### src/design/gap_pkg.sv
// Shared types and constants of the grid path search block.
`default_nettype none
package gap_pkg;

    localparam int ROW_W  = 6;
    localparam int COL_W  = 6;
    localparam int NODE_AW = ROW_W + COL_W;
    localparam int LINK_W = NODE_AW + 1;
    localparam int COST_W = 40;
    localparam int CS_W   = 16;
    localparam int WGT_W  = 8;

    localparam logic [1:0] ST_UNSEEN = 2'd0;
    localparam logic [1:0] ST_OPEN   = 2'd1;
    localparam logic [1:0] ST_CLOSED = 2'd2;

    localparam logic ACT_LOAD = 1'b0;
    localparam logic ACT_RUN  = 1'b1;

    localparam logic [2:0] REG_ROWS     = 3'd0;
    localparam logic [2:0] REG_COLS     = 3'd1;
    localparam logic [2:0] REG_CELLSIZE = 3'd2;
    localparam logic [2:0] REG_DIAG     = 3'd3;
    localparam logic [2:0] REG_OBST     = 3'd4;

    // sqrt(2) in Q.32 is 2^32 plus this remainder.
    localparam logic [30:0] SQRT2_LO = 31'd1779033704;

    localparam logic [LINK_W-1:0] LINK_NIL = {1'b1, {NODE_AW{1'b0}}};

    typedef struct packed {
        logic [1:0]        st;
        logic [COST_W-1:0] g;
        logic [COST_W-1:0] h;
        logic [LINK_W-1:0] nxt;
    } node_t;

endpackage
`default_nettype wire

### src/design/gap_heur.sv
// Three-stage pipelined Manhattan or octile distance heuristic.
`default_nettype none
module gap_heur (
    input  wire logic                        clk,
    input  wire logic                        rst_n,
    input  wire logic                        go,
    input  wire logic [gap_pkg::ROW_W-1:0]   row,
    input  wire logic [gap_pkg::COL_W-1:0]   col,
    input  wire logic [gap_pkg::ROW_W-1:0]   goal_r,
    input  wire logic [gap_pkg::COL_W-1:0]   goal_c,
    input  wire logic [gap_pkg::CS_W-1:0]    cs,
    input  wire logic                        diag,
    output logic                             hv,
    output logic [gap_pkg::COST_W-1:0]       h
);
    import gap_pkg::*;

    logic [5:0]  dr, dc, mn, mx;
    logic [2:0]  v_reg;
    logic [21:0] m1_reg, m2_reg, m1b_reg, m2b_reg;
    logic [22:0] man_reg, manb_reg;
    logic        d_reg, db_reg;
    logic [52:0] p_reg;
    logic [54:0] t;
    logic [COST_W-1:0] h_reg;

    always_comb
    begin
        dr = (row > goal_r) ? row - goal_r : goal_r - row;
        dc = (col > goal_c) ? col - goal_c : goal_c - col;
        mn = (dr < dc) ? dr : dc;
        mx = (dr < dc) ? dc : dr;
        t  = {1'b0, m1b_reg, 32'b0} + {2'b0, p_reg};
    end

    always_ff @(posedge clk or negedge rst_n)
    begin
        if (!rst_n)
            v_reg <= '0;
        else
            v_reg <= {v_reg[1:0], go};
    end

    always_ff @(posedge clk)
    begin
        m1_reg   <= cs * mn;
        m2_reg   <= cs * (mx - mn);
        man_reg  <= cs * ({1'b0, dr} + {1'b0, dc});
        d_reg    <= diag;
        p_reg    <= m1_reg * SQRT2_LO;
        m1b_reg  <= m1_reg;
        m2b_reg  <= m2_reg;
        manb_reg <= man_reg;
        db_reg   <= d_reg;
        if (db_reg)
            h_reg <= COST_W'({2'b0, m2b_reg} + t[54:32]);
        else
            h_reg <= COST_W'(manb_reg);
    end

    assign hv = v_reg[2];
    assign h  = h_reg;
endmodule
`default_nettype wire

### config.mk
export PLATFORM = sky130hd
export DESIGN_NAME = gap_heur
export DESIGN_NICKNAME = d
export VERILOG_FILES = /design/src/design/gap_pkg.sv /design/src/design/gap_heur.sv
export SDC_FILE = /design/constraint.sdc
export NUM_CORES = 2
export LEC_CHECK = 0
export BUFFER_PORTS_ARGS = -buffer_cell sky130_fd_sc_hd__buf_2
export CAP_MARGIN = 20
export CELL_PAD_IN_SITES_DETAIL_PLACEMENT = 0
export CELL_PAD_IN_SITES_GLOBAL_PLACEMENT = 1
export CORE_ASPECT_RATIO = 0.9
export CORE_MARGIN = 2
export CORE_UTILIZATION = 55
export CTS_CLUSTER_DIAMETER = 100
export DETAILED_ROUTE_END_ITERATION = 12
export PLACE_DENSITY = 0.92
export SKIP_LAST_GASP = 1
export SLEW_MARGIN = 20
export SYNTH_ARGS = -nofsm -noshare
export SYNTH_HDL_FRONTEND = slang
export SYNTH_SLANG_ARGS = --single-unit
### constraint.sdc
create_clock -name clk -period 11.13 [get_ports clk]
set_clock_uncertainty 0.05 [all_clocks]
set_input_delay 1.113 -clock clk [delete_from_list [all_inputs] [get_ports clk]]
set_output_delay 1.113 -clock clk [all_outputs]
set_load 0.1 [all_outputs]
==> impl_metrics.json <==
{
  "syn_area_um2": 26600,
  "worstSetupEndpoint": "m2_reg[21]",
  "synth_enable_flop_cells": 0,
  "synthDistinctLibCells": 76,
  "max_slew_margin_vs_limit": 0.247,
  "setup_viol_count_final": 0,
  "post-route-period-util": 0.937,
  "ys_seq_area_frac": 0.138,
  "grt_overflow": 0,
  "critical_path_required_ns": 11.42,
  "cts_num_sinks": 182,
  "drv.max_cap_violation_count": 0,
  "hold_viol_final": 0,
  "max_clock_freq_ghz": 0.0959,
  "area.growth.synth_to_final_pct": 6.00,
  "regToRegEndpoint": "p_reg[46]",
  "hold_path.class": "reg2reg",
  "cts.reportedPaths.clkPinSlew_ns": 0.09,
  "cts_hold_buffers": 0,
  "final_gp_congestion": 0.943,
  "timing.critical_path.slowest_cell_delay_ns": 0.62,
  "path_class": "in2reg",
  "r2r_start": "m1_reg[14]",
  "most-common-layout-cells": "590 x inv_1, 456 x ha_1, 395 x fa_1",
  "route.detailed.drc": 0,
  "nets": 3741,
  "drt-initial-drc-count": 1078,
  "critPathArrivalTime_ns": 10.72,
  "met2_length_um": 30300,
  "tightest_slew_ns": 1.12,
  "io_buffers": 68,
  "synth-seq-cells": 182,
  "total_i_o_pin_count": 85,
  "final_common_cell": "inv_1",
  "crit_path_start": "row[0]",
  "grt_start_max_net_pins": 37,
  "antenna_cells": 0,
  "setup.worst_path.end_class": "register",
  "grt_pass1_vias": 20469,
  "setup_total_negative_slack_ns": 0,
  "tritoncts": "done",
  "cts_post_setup_buffers_inserted": 0,
  "synth_async_sr_flop_share": 0.0165,
  "m1WireLength_um": 27300,
  "totalWireLength_um": 62300,
  "cts_root_buf": "clkbuf_16",
  "avgSynthCellArea_um2": 9.49,
  "row_count": 76,
  "initial_core_util": 0.556,
  "core_area_um2": 47800,
  "fin_ws_ns": 0.699,
  "synthFlopType": "dfxtp_1",
  "clock_insertion_delay_worst_skew_ns": 0.46,
  "rsz0062_at_grt": "false",
  "maxSlewViolCount": 0,
  "outcome": "complete, no violations",
  "fp.dieArea_um2": 50100,
  "routed-via-count": 18971,
  "synthCells": 2804,
  "finalCoreUtilization": 0.590,
  "yosysWarnings": 0,
  "cts-root-to-sink-buffers": 2,
  "cts_inserted_buffers": 17,
  "critPathMaxFanout": 16,
  "die_height_um": 213,
  "die_w_um": 236,
  "worst_path_max_delay_cell": "a311oi_1",
  "largest_register_ff_count": 24,
  "drt_pre_antenna_iters": 5,
  "first_pass_grt_wire_length_um": 104000,
  "met3_wirelength_um": 2820,
  "timing.reg2reg.worst_path_depth": 20,
  "cts_h_tree_lvls": 4,
  "place.detailed.hpwl_um": 51700,
  "pre_cts_setup_slack_ns": 0.316,
  "final_layout_size_suffix_gt1_frac": 0.0595,
  "timing.hold.ws_ns": 0.277,
  "cts-resized-gates": 0,
  "grt_usage": 0.261,
  "kind_of_start_point_of_the_critical_path": "primary input",
  "post_drt_via_cell_ratio": 5.45,
  "top_layer_used": "met4",
  "avgRoutedWirePerCell_um": 17.9,
  "initial_antenna_violation_count": 0,
  "post-route-min-period_ns": 10.43,
  "ff2ff_setup_slack_ns": 3.63,
  "antenna_violating_nets_post_route": 0
}
stage by stage:
step                      instance area, µm²  std cells
after floorplan                        26700       2819
after global placement                 27600       3451
after detailed placement               27600       3451
after CTS                              28200       3483
after global routing                   28200       3483
final                                  28200       3483
critical path: cells and delay by family:
kind            cells  cell delay [ns]
simple gates        4             0.93
mux                 1             0.30
fa+ha+maj           9             3.36
xor+xnor            1             0.38
buf+inv             6             0.36
compound gates     17             4.27
how the worst min path moves through the flow:
stage,cells after the start,slack [ns],end,from
3_3_place_gp,0,0.26,manb_reg[0],m2_reg[0]
6_report,0,0.28,manb_reg[7],man_reg[7]
5_1_grt,0,0.29,manb_reg[0],m2_reg[0]
3_5_place_dp,0,0.26,m2b_reg[16],m2_reg[16]
4_1_cts,0,0.28,manb_reg[15],man_reg[15]
2_1_floorplan,0,0.26,db_reg,d_reg
layout make-up:
| cell class | instances | area (µm²) |
|---|---|---|
| clock buffers | 17 | 425 |
| clock inverters | 15 | 205 |
| fillers | 4109 | 19600 |
| inverters | 590 | 2210 |
| multi-input cells | 1969 | 20400 |
| flip-flops and latches | 182 | 3660 |
| well taps | 624 | 781 |
| repair buffers | 86 | 475 |
logic make-up after synthesis:
family	share of synthesized area
adders and majority gates	0.512
buffers and inverters	0.0968
and+or+nand+nor	0.104
AOI/OAI and AO/OA	0.0875
DFF	0.138
xor gates and xnor gates	0.0433
muxes	0.0187
other	0.000141
routing by layer:
metal  track usage  vias up
met3        0.0292      105
li1              -     8946
met2         0.459      486
met1         0.338     9434
met5             0        -
met4        0.0854        0
Yosys cell counts (48+ instances only):
cell type,number,area [µm²]
dfxtp_1,179,3580
a21oi_1,105,526
a21o_1,55,413
inv_1,590,2210
and2_1,74,463
fa_1,395,7910
nand2_1,237,890
xnor2_1,88,771
nor2_1,93,349
ha_1,456,5710
clkbuf_1,58,218
nand2b_1,48,300
Power is not shown: default switching activity piles up to over one toggle a cycle in this logic, so the estimate is an artifact.
